===== src/rtl/core/assert_macros.svh =====
// assertion macros shared by the ranking core rtl
// needs clk_i and rst_ni in the scope of every use
`ifndef ASSERT_MACROS_SVH
`define ASSERT_MACROS_SVH

// property must hold at every clock edge outside reset
`define ASSERT_CLK(lbl, prop, msg) \
  lbl: assert property (@(posedge clk_i) disable iff (!rst_ni) (prop)) else $error(msg);

// condition must never be seen at a clock edge outside reset
`define ASSERT_NEVER(lbl, cond, msg) \
  lbl: assert property (@(posedge clk_i) disable iff (!rst_ni) !(cond)) else $error(msg);

`endif


===== src/rtl/core/ptkrs_pkg.sv =====
// shared constants, types and helpers of the top-k row select core
// no dependencies
`timescale 1ns / 1ps
`default_nettype none

package ptkrs_pkg;

  localparam int MAX_K      = 16;
  localparam int IDX_W      = $clog2(MAX_K);
  localparam int CNT_W      = $clog2(MAX_K + 1);
  localparam int ROW_W      = 16;
  localparam int VAL_W      = 32;
  localparam int PROD_W     = 2 * VAL_W;
  localparam int PART_W     = 4;
  localparam int RANK_W     = 4;
  localparam int SIZE_W     = 5;
  localparam int CFG_IDX_W  = 2;
  localparam int CFG_DATA_W = 32;

  typedef enum logic [CFG_IDX_W-1:0] {
    REG_MODE           = 2'd0,
    REG_SELECT_COUNT   = 2'd1,
    REG_ZERO_THRESHOLD = 2'd2
  } reg_idx_e;

  typedef enum logic [6:0] {
    ST_IDLE   = 7'b0000001,
    ST_PROBE  = 7'b0000010,
    ST_MUL_A  = 7'b0000100,
    ST_MUL_B  = 7'b0001000,
    ST_DECIDE = 7'b0010000,
    ST_COUNT  = 7'b0100000,
    ST_EMIT   = 7'b1000000
  } state_e;

  typedef struct packed {
    logic capture;
    logic mul_a;
    logic mul_b;
    logic insert;
    logic ptr_inc;
    logic count;
    logic load_found;
    logic load_none;
    logic clear;
  } cmd_t;

  typedef struct packed {
    logic cand_in;
    logic in_last;
    logic last;
    logic mode;
    logic slot_valid;
    logic ptr_at_end;
    logic gt;
    logic tie_win;
    logic n_zero;
    logic emit_last;
    logic out_free;
  } status_t;

  // select count clamped to 1..MAX_K
  function automatic logic [CNT_W-1:0] eff_k(input logic [SIZE_W-1:0] sc);
    logic [CNT_W-1:0] k;
    if (int'(sc) > MAX_K) begin
      k = CNT_W'(MAX_K);
    end else if (sc == '0) begin
      k = CNT_W'(1);
    end else begin
      k = CNT_W'(sc);
    end
    return k;
  endfunction

endpackage

`default_nettype wire


===== src/rtl/core/ptkrs_ctrl.sv =====
// controller: sequences probing, compare passes, insertion and list emission
// depends on ptkrs_pkg and assert_macros.svh
`timescale 1ns / 1ps
`default_nettype none
`include "assert_macros.svh"

module ptkrs_ctrl (
  input  wire logic                 clk_i,
  input  wire logic                 rst_ni,
  input  wire logic                 in_valid_i,
  output logic                      in_ready_o,
  input  wire ptkrs_pkg::status_t   status_i,
  output ptkrs_pkg::cmd_t           cmd_o
);
  import ptkrs_pkg::*;

  state_e state_q;
  state_e state_d;
  state_e done_st;

  assign done_st    = status_i.last ? ST_COUNT : ST_IDLE;
  assign in_ready_o = (state_q == ST_IDLE);

  always_comb begin
    state_d = state_q;
    cmd_o   = '0;
    case (state_q)
      ST_IDLE: begin
        if (in_valid_i) begin
          cmd_o.capture = 1'b1;
          if (status_i.cand_in) begin
            state_d = ST_PROBE;
          end else if (status_i.in_last) begin
            state_d = ST_COUNT;
          end
        end
      end
      ST_PROBE: begin
        if (!status_i.slot_valid) begin
          cmd_o.insert = 1'b1;
          state_d      = done_st;
        end else begin
          state_d = ST_MUL_A;
        end
      end
      ST_MUL_A: begin
        cmd_o.mul_a = 1'b1;
        state_d     = ST_MUL_B;
      end
      ST_MUL_B: begin
        cmd_o.mul_b = 1'b1;
        state_d     = ST_DECIDE;
      end
      ST_DECIDE: begin
        if (status_i.gt || (!status_i.mode && status_i.tie_win)) begin
          cmd_o.insert = 1'b1;
          state_d      = done_st;
        end else if (status_i.mode || status_i.ptr_at_end) begin
          state_d = done_st;
        end else begin
          cmd_o.ptr_inc = 1'b1;
          state_d       = ST_PROBE;
        end
      end
      ST_COUNT: begin
        cmd_o.count = 1'b1;
        state_d     = ST_EMIT;
      end
      ST_EMIT: begin
        if (status_i.n_zero) begin
          if (status_i.out_free) begin
            cmd_o.load_none = 1'b1;
            cmd_o.clear     = 1'b1;
            state_d         = ST_IDLE;
          end
        end else if (status_i.slot_valid) begin
          if (status_i.out_free) begin
            cmd_o.load_found = 1'b1;
            if (status_i.emit_last) begin
              cmd_o.clear = 1'b1;
              state_d     = ST_IDLE;
            end else begin
              cmd_o.ptr_inc = 1'b1;
            end
          end
        end else begin
          cmd_o.ptr_inc = 1'b1;
        end
      end
      default: begin
        state_d = ST_IDLE;
      end
    endcase
  end

  always_ff @(posedge clk_i or negedge rst_ni) begin
    if (!rst_ni) begin
      state_q <= ST_IDLE;
    end else begin
      state_q <= state_d;
    end
  end

  `ASSERT_CLK(a_mul_order, cmd_o.mul_b |-> $past(cmd_o.mul_a), "second product without first")
  `ASSERT_CLK(a_load_needs_room, (cmd_o.load_found || cmd_o.load_none) |-> status_i.out_free, "result word loaded over an unsent one")

endmodule

`default_nettype wire


===== config.mk =====
export PLATFORM = sky130hd
export DESIGN_NAME = ptkrs_ctrl
export DESIGN_NICKNAME = d
export VERILOG_FILES = /design/src/rtl/core/ptkrs_pkg.sv /design/src/rtl/core/ptkrs_ctrl.sv
export VERILOG_INCLUDE_DIRS = /design/src /design/src/rtl/core
export SDC_FILE = /design/constraint.sdc
export NUM_CORES = 1
export LEC_CHECK = 0
export ABC_AREA = 0
export ABC_CLOCK_PERIOD_IN_PS = 2200
export BUFFER_PORTS_ARGS = -buffer_cell sky130_fd_sc_hd__buf_2
export CELL_PAD_IN_SITES_DETAIL_PLACEMENT = 1
export CELL_PAD_IN_SITES_GLOBAL_PLACEMENT = 1
export CORE_MARGIN = 2
export CORE_UTILIZATION = 35
export CTS_BUF_LIST = sky130_fd_sc_hd__clkbuf_8
export DETAILED_ROUTE_END_ITERATION = 10
export PLACE_DENSITY = 0.87
export RECOVER_POWER = 25
export SLEW_MARGIN = 20
export SYNTH_ARGS = -nofsm -noshare
export SYNTH_HDL_FRONTEND = slang
export SYNTH_SLANG_ARGS = --single-unit

===== constraint.sdc =====
create_clock -name clk_i -period 2.2 [get_ports clk_i]
set_input_delay 0.11 -clock clk_i [delete_from_list [all_inputs] [get_ports clk_i]]
set_output_delay 0.11 -clock clk_i [all_outputs]
set_load 0.02 [all_outputs]

======== Yosys cells after proc, flatten, opt, wreduce, memory -nomap -nowiden ========
Index checks and enable logic that the tools add are counted.
Widths: inputs -> output; s select.
word-level totals
  register bits after elaboration ......... 7
  word-level logic and storage cells ...... 57
operators by class
  equality and inequality tests ........... 13
  multiplexer cells ....................... 38
  reductions and logical operators ........ 5
operators with widths
  cell                count
  $mux 7              9
  $pmux 7 s7          1
  $mux 1              21
  $mux 6              3
  $ne 3x3->1 const B  4
  $eq 7x1->1 const B  1
  $eq 7x2->1 const B  1
  $eq 7x3->1 const B  1
  $eq 7x4->1 const B  1
  $eq 7x5->1 const B  1
  $eq 7x6->1 const B  1
  $eq 7x7->1 const B  1
  $reduce_and 6->1    1
  $pmux 1 s2          2
  $mux 3              1
  $ne 3x1->1 const B  1
  $logic_or 1x1->1    2
  $mux 2              1
  $ne 2x2->1 const B  1
  $logic_and 1x1->1   1
  $logic_not 1->1     1

======== Depth between registers and ports, before layout ========
Gate-level depths: netlist of the first run.
  depth after elaboration ................. 5
  mapped depth ............................ 4

======== Worst setup path before layout of the first run ========
Ideal clock, no wire load.
  path kind ............................... flip-flop to output port
  start ................................... register state_q[5]
  end ..................................... output port cmd_o[5] (netlist name)
  arrival ................................. 1.597 ns
  setup slack ............................. 0.493 ns
  stages on the path, launching flop included .. 4
  buffers on the path ..................... 0
  path through ............................ dfrtp_1 -> or3_4 -> nor3_2 -> a21boi_0
RTL lines
  element                 line               source
  start, declared         ptkrs_ctrl.sv:17   state_e state_q;
  start signal, assigned  ptkrs_ctrl.sv:100  state_q <= state_d;
  end, declared           ptkrs_ctrl.sv:13   output ptkrs_pkg::cmd_t cmd_o

==> results of run 1 <==
[through the flow]
step | hold WS, ns | instances | instance area (µm²) | util, % | total power [µW]
6_report | 0.1815 | 102 | 745.7 | 49.50 | 872.3
5_1_grt | 0.2049 | 102 | 745.7 | 49.50 | 951.2
4_1_cts | 0.1813 | 102 | 747.0 | 49.58 | 881.1
3_5_place_dp | -0.05565 | 97 | 691.9 | 45.93 | 708.2
3_3_place_gp | -0.05640 | 97 | 691.9 | 45.93 | 688.5
2_1_floorplan | -0.1856 | 58 | 556.8 | - | 584.0
[worst register-to-register path, stage by stage (launching register included)]
cell     delay [ns]
dfrtp_1        0.44
or3_4          0.46
nor4b_2        0.27
nor3_1         0.12
o31a_1         0.30
[layer usage]
| metal | wire length [µm] | track usage [%] | share of wire (%) |
|---|---|---|---|
| met3 | 41 | 3.750 | 2.9 |
| met4 | 0 | 5.455 | 0 |
| met5 | 0 | 0 | 0 |
| met2 | 784 | 29.71 | 55 |
| met1 | 609 | 21.39 | 42 |
[timing repair]
| item | 4_1_cts | 5_1_grt |
|---|---|---|
| endpoints found under the hold margin | 7 | 0 |
| hold buffers | 1 | 0 |
| setup endpoints to repair | 0 | 0 |
[kinds of logic after synthesis]
| kind of cell | share of synthesized area, % |
|---|---|
| XOR/XNOR | 1.573 |
| flip-flops | 31.69 |
| buffers and inverters | 1.349 |
| AO/OA/AOI/OAI | 17.75 |
| AND/OR/NAND/NOR | 47.64 |
[synthesized netlist by cell type (all sizes together)]
library cell  count  share of area, %
and3              3               3.6
a21o              2               2.7
xor2              1               1.6
and4bb            4               9.0
dfrtp             6                27
dfstp             1               4.7
nand2             3               2.0
a32o              1               1.8
nor2              1              0.67
o211a             1               1.8
or3               1               2.0
nor4              3               3.4
inv               2               1.3
nand2b            3               3.4
nor4b             1               2.7
and2              1               1.1
a21boi            1               1.3
nor2b             2               2.2
or3b              3               4.7
nor3              7               9.2
and4b             1               2.0
and3b             1               1.6
a21oi             2               1.8
o21ai             4               3.6
a32oi             2               3.1
o31a              1               1.6
[how the worst min path moves through the flow]
stage	start	to
floorplan	rst_ni	state_q[1]
detailed placement	rst_ni	state_q[4]
global placement	rst_ni	state_q[3]
global route	status_i[6]	state_q[2]
CTS	status_i[6]	state_q[2]
finish	status_i[6]	state_q[2]
[layout make-up]
cell class | instances | area (µm²)
Inverter | 2 | 7.507
Multi-Input combinational cell | 49 | 372.9
Fill cell | 188 | 760.7
Timing Repair Buffer | 24 | 123.9
Clock buffer | 3 | 41.29
Clock inverter | 1 | 3.754
Tap cell | 16 | 20.02
Sequential cell | 7 | 176.4
[where the power goes]
group | switching (µW) | leakage (µW) | total (µW) | internal (µW)
clock network | 48.5 | 0.0000269 | 168 | 120
registers | 67.2 | 0.0000934 | 241 | 174
logic | 253 | 0.000267 | 463 | 210
total | 369 | 0.000388 | 872 | 503
==> summary.md, run 1 <==
| Metric | Value |
|---|---|
| Status | completed |
| CTS root buf | clkbuf_8 |
| Clk Latency, worst-skew pair | 0.22 ns |
| Reg2Reg Depth | 4 |
| Initial DRC count | 5 |
| Final period util | a little under nine tenths |
| I/O Pins | 24 |
| Reg2Reg Launch Point | state_q[5] |
| Starting Density | 36.96% |
| Critical path cell sequence | or3b_1 -> nor3_4 -> and2_1 -> buf_2 |
| CTS Buffer Depth | 2 |
| Critical path startpoint | state_q[0] |
| Worst path max stage delay | 0.58 ns |
| Biggest register | state_q |
| Worst Hold Class | input port to flip-flop |
| Via/cell ratio | 5.618 |
| Unrepaired setup endpoints after global routing | no |
| GPL Wtd Cong | 0.7341 |
| CP arrival | 1.79 ns |
| TNS Setup | 0 ns |
| Worst-path maximum fanout | 6 |
| Maximum vdd drop | 0.0006944 V |
| R2R Path End | state_q[0] |
| Fin. Hold Viols | 0 |
| Fin. max-slew vios | 0 |
| Initial antenna violation count | 0 |
| Num rows | 14 |
| Commonest cells after routing, fill and taps aside | buf_2, dfrtp_1, nor3_1, and4bb_2, o21ai_0 |
| CP bufs+invs | 1 |
| H-tree lvl count | 1 |
| R2R setup slack | 0.55 ns |
| CP max stage cell | dfstp_2 |
| Mapped cell area | 556.8 µm² |
| First-pass GRT wire length | 2.442 mm |
| Yosys warns | 0 |
| Core Area | 1506 µm² |
| Hold Crit Depth | 3 |
| Die Ht | 43.89 µm |
| Regs by FF count | state_q x7 |
| # resized after CTS | 0 |
| Die W | ~44 µm |
| Clock transition at path regs | 0.04 ns |
| Mapped Cells | 58 |
| Postcts setup bufs | 0 |
| Cell family with most CP delay | simple AND/OR/NAND/NOR gates |
| Most common cell after layout, fill and taps aside | buf_2 |
| Nets | a little over 100 |
| Inserted Clock Buffers | 3 |
| Worst path depth | 4 |
| Startpoint Class | flip-flop |
| Tmin final | 1.897 ns |
| Crit Path Class | flip-flop to output pin |
| Max FFs per register | 7 |
| Wire per inst | about 14 µm |
| Clock Sinks | 7 |
| Total die area | 1926 µm² |
| 1st-pass router iterations | 4 |
| Vias in the first global route | 560 |
| Sequential fraction of the synthesis area | a little under a third |
| Measured slew at the worst slew-check pin | about 0.54 ns |
| Layout overhead on the synthesized area | 33.93% |
| Fraction of layout cells with a size suffix above 1 | between 40% and 50% |
| PD cells | 1170 nW/µm² |
| GRT Util Overall | 17.29% |
| Port bufs | 23 |
| CP required | 2.09 ns |
| Synth cell types | 30 |
| Vias | roughly 570 |
| Gr ovfl total | 0 |
| Pre-CTS WS | 0.5315 ns |
| Syn Area/Cell | ~9.6 µm² |
| Worst clock skew | 0.001093 ns |
| Synthesized Nets | 72 |
| CTS tree | done |
| MaxCap Viol Count | 0 |
| CP Capture Point | cmd_o[8] |
| Final Setup Violations | 0 |
| Post-synthesis register bit count | 7 |
| Ant diodes | 0 |
| Critical Path End Type | output pin |
| Detail Placement HPWL | 1.199 mm |
| DRT Wirelength | 1.435 mm |
| Routed Antenna Nets | 0 |
| Fin worst setup slack | 0.3033 ns |
| Highest Clock Rate | 527.2 MHz |
| Static Leak | just under 0.0004 µW |
| Rel. slew slack | 63.37% |
| Largest net degree at the start of global routing | 10 |
| Drt drc | 0 |
(Power assumes the default switching activity.)
==> run 2: changes to the inputs <==
--- a/config.mk
+++ b/config.mk
@@ -15,7 +15,7 @@
 export CORE_UTILIZATION = 35
 export CTS_BUF_LIST = sky130_fd_sc_hd__clkbuf_8
 export DETAILED_ROUTE_END_ITERATION = 10
-export PLACE_DENSITY = 0.87
+export PLACE_DENSITY_LB_ADDON = 0.05
 export RECOVER_POWER = 25
 export SLEW_MARGIN = 20
 export SYNTH_ARGS = -nofsm -noshare
==> run 2 against run 1 <==
Fmax fell by 1.2%. Flip-flop and latch count did not move. Cell count did not move. Critical path depth did not move. Critical path type unchanged. Largest power group unchanged.
==> summary.md, run 2 (synthesis gave the netlist of run 1 again) <==
| Metric | Value |
|---|---|
| Status | completed |
| Unrepaired setup endpoints after global routing | no |
| Num rows | 14 |
| First-pass GRT wire length | 2.573 mm |
| Initial antenna violation count | 0 |
| Fin. max-slew vios | 0 |
| CTS tree | done |
| MaxCap Viol Count | 0 |
| CP max stage cell | dfstp_2 |
| Maximum vdd drop | approximately 0.00071 V |
| CTS root buf | clkbuf_8 |
| Clock transition at path regs | 0.04 ns |
| Fin worst setup slack | 0.2799 ns |
| CP required | between 2 and 2.5 ns |
| Cell family with most CP delay | simple AND/OR/NAND/NOR gates |
| PD cells | 1214 nW/µm² |
| Critical Path End Type | output pin |
| Initial DRC count | 5 |
| Worst clock skew | 0.002393 ns |
| Commonest cells after routing, fill and taps aside | buf_2, dfrtp_1, nor3_1, and4bb_2, o21ai_0 |
| Die W | 43.89 µm |
| Wl on met1 | around 750 µm |
| # resized after CTS | 0 |
| Highest Clock Rate | 520.8 MHz |
| Clock Sinks | 7 |
| Worst-path maximum fanout | 6 |
| Via/cell ratio | 5.696 |
| H-tree lvl count | 1 |
| Vias | approximately 580 |
| Port bufs | 23 |
| CP bufs+invs | 1 |
| DR WL met3 | 59 µm |
| CP arrival | 1.81 ns |
| Drt drc | 0 |
| Tmin final | 1.920 ns |
| Crit Path Class | flip-flop to output pin |
| Layout overhead on the synthesized area | 34.16% |
| Core Area | 1506 µm² |
| Gr ovfl total | 0 |
| Vias in the first global route | roughly 550 |
| Measured slew at the worst slew-check pin | 0.5950 ns |
| Die Ht | approximately 44 µm |
| Fin. Hold Viols | 0 |
| DRT Wirelength | 1.507 mm |
| GPL Wtd Cong | around 0.71 |
| Worst path max stage delay | 0.59 ns |
| Postcts setup bufs | 0 |
| Regs by FF count | state_q x7 |
| Fraction of layout cells with a size suffix above 1 | 45.35% |
| Nets | a little over 100 |
| Routed length on met2 | 696 µm |
| Ant diodes | 0 |
| Max FFs per register | 7 |
| CTS Buffer Depth | 2 |
| Inserted Clock Buffers | 3 |
| Critical path cell sequence | or3b_1 -> nor3_4 -> and2_1 -> buf_2 |
| Pre-CTS WS | 0.5284 ns |
| Rel. slew slack | between 50 and 60% |
| Wire per inst | 14.77 µm |
| Total die area | 1926 µm² |
| Startpoint Class | flip-flop |
| Starting Density | roughly 37% |
| Clk Latency, worst-skew pair | 0.23 ns |
| Top layer reached by signal wires | met3 |
| Post-route insts no fill | between 100 and 150 |
| Dpl cells | 97 |
| Final Setup Violations | 0 |
| Detail Placement HPWL | 1.105 mm |
| 1st-pass router iterations | 4 |
| Biggest register | state_q |
| Largest net degree at the start of global routing | 10 |
| Most common cell after layout, fill and taps aside | buf_2 |
| Final period util | 87.28% |
| Routed Antenna Nets | 0 |
| I/O Pins | 24 |
| TNS Setup | 0 ns |
| Static Leak | 0.0003863 µW |
| Worst Hold Class | input port to flip-flop |
| GRT Util Overall | 17.89% |
-- run 2: path summary, 6_finish.rpt --
path                                   from          to  slack (ns)  cells past startpoint
worst max-delay path             state_q[0]    cmd_o[8]        0.28                      4
worst min-delay path            status_i[6]  state_q[2]        0.17                      3
worst max register to register   state_q[5]  state_q[0]        0.49                      4
worst min register to register   state_q[6]  state_q[2]        0.66                      1
max in group asynchronous            rst_ni  state_q[0]        1.56                      2
min in group asynchronous            rst_ni  state_q[5]        0.32                      2
-- run 2: worst reg2reg max path, cell delays in order (launching register included) --
cell	delay, ns
dfrtp_1	0.44
or3_4	0.46
nor4b_2	0.29
nor3_1	0.14
o31a_1	0.31
-- run 2: final cells by class --
cell class | count | area (µm²)
inverters | 2 | 7.507
flip-flops and latches | 7 | 176.4
repair buffers | 24 | 123.9
clock inverters | 1 | 5.005
multi-input cells | 49 | 372.9
fillers | 185 | 759.5
well taps | 16 | 20.02
clock buffers | 3 | 41.29
-- run 2: report_power, final --
| group | leakage (µW) | internal [µW] | switching [µW] | total [µW] |
|---|---|---|---|---|
| clock | 0.0000255 | 123 | 61.4 | 184 |
| combinational | 0.000267 | 210 | 266 | 476 |
| sequential | 0.0000934 | 173 | 73.1 | 247 |
-- run 2: timing repair --
item / 4_1_cts / 5_1_grt
setup endpoints to repair: 0 / 0
hold buffers: 1 / 0
hold endpoints to repair: 7 / 0
-- run 2: per-layer routing --
layer  global-route usage [%]  up-vias
met4                        0        0
met5                        0        -
met2                    27.06       12
met1                    26.29      279
met3                    6.250        0
li1                         -      290
-- run 2: metrics by stage --
stage	area (µm²)	hold WS [ns]	total power [µW]	util, %
detailed placement	691.9	-0.05077	707.8	45.93
CTS	748.2	0.1665	910.1	49.67
global route	747.0	0.1817	966.8	49.58
floorplan	556.8	-0.1856	584.0	-
global placement	691.9	-0.04995	706.2	45.93
finish	747.0	0.1682	907.0	49.58
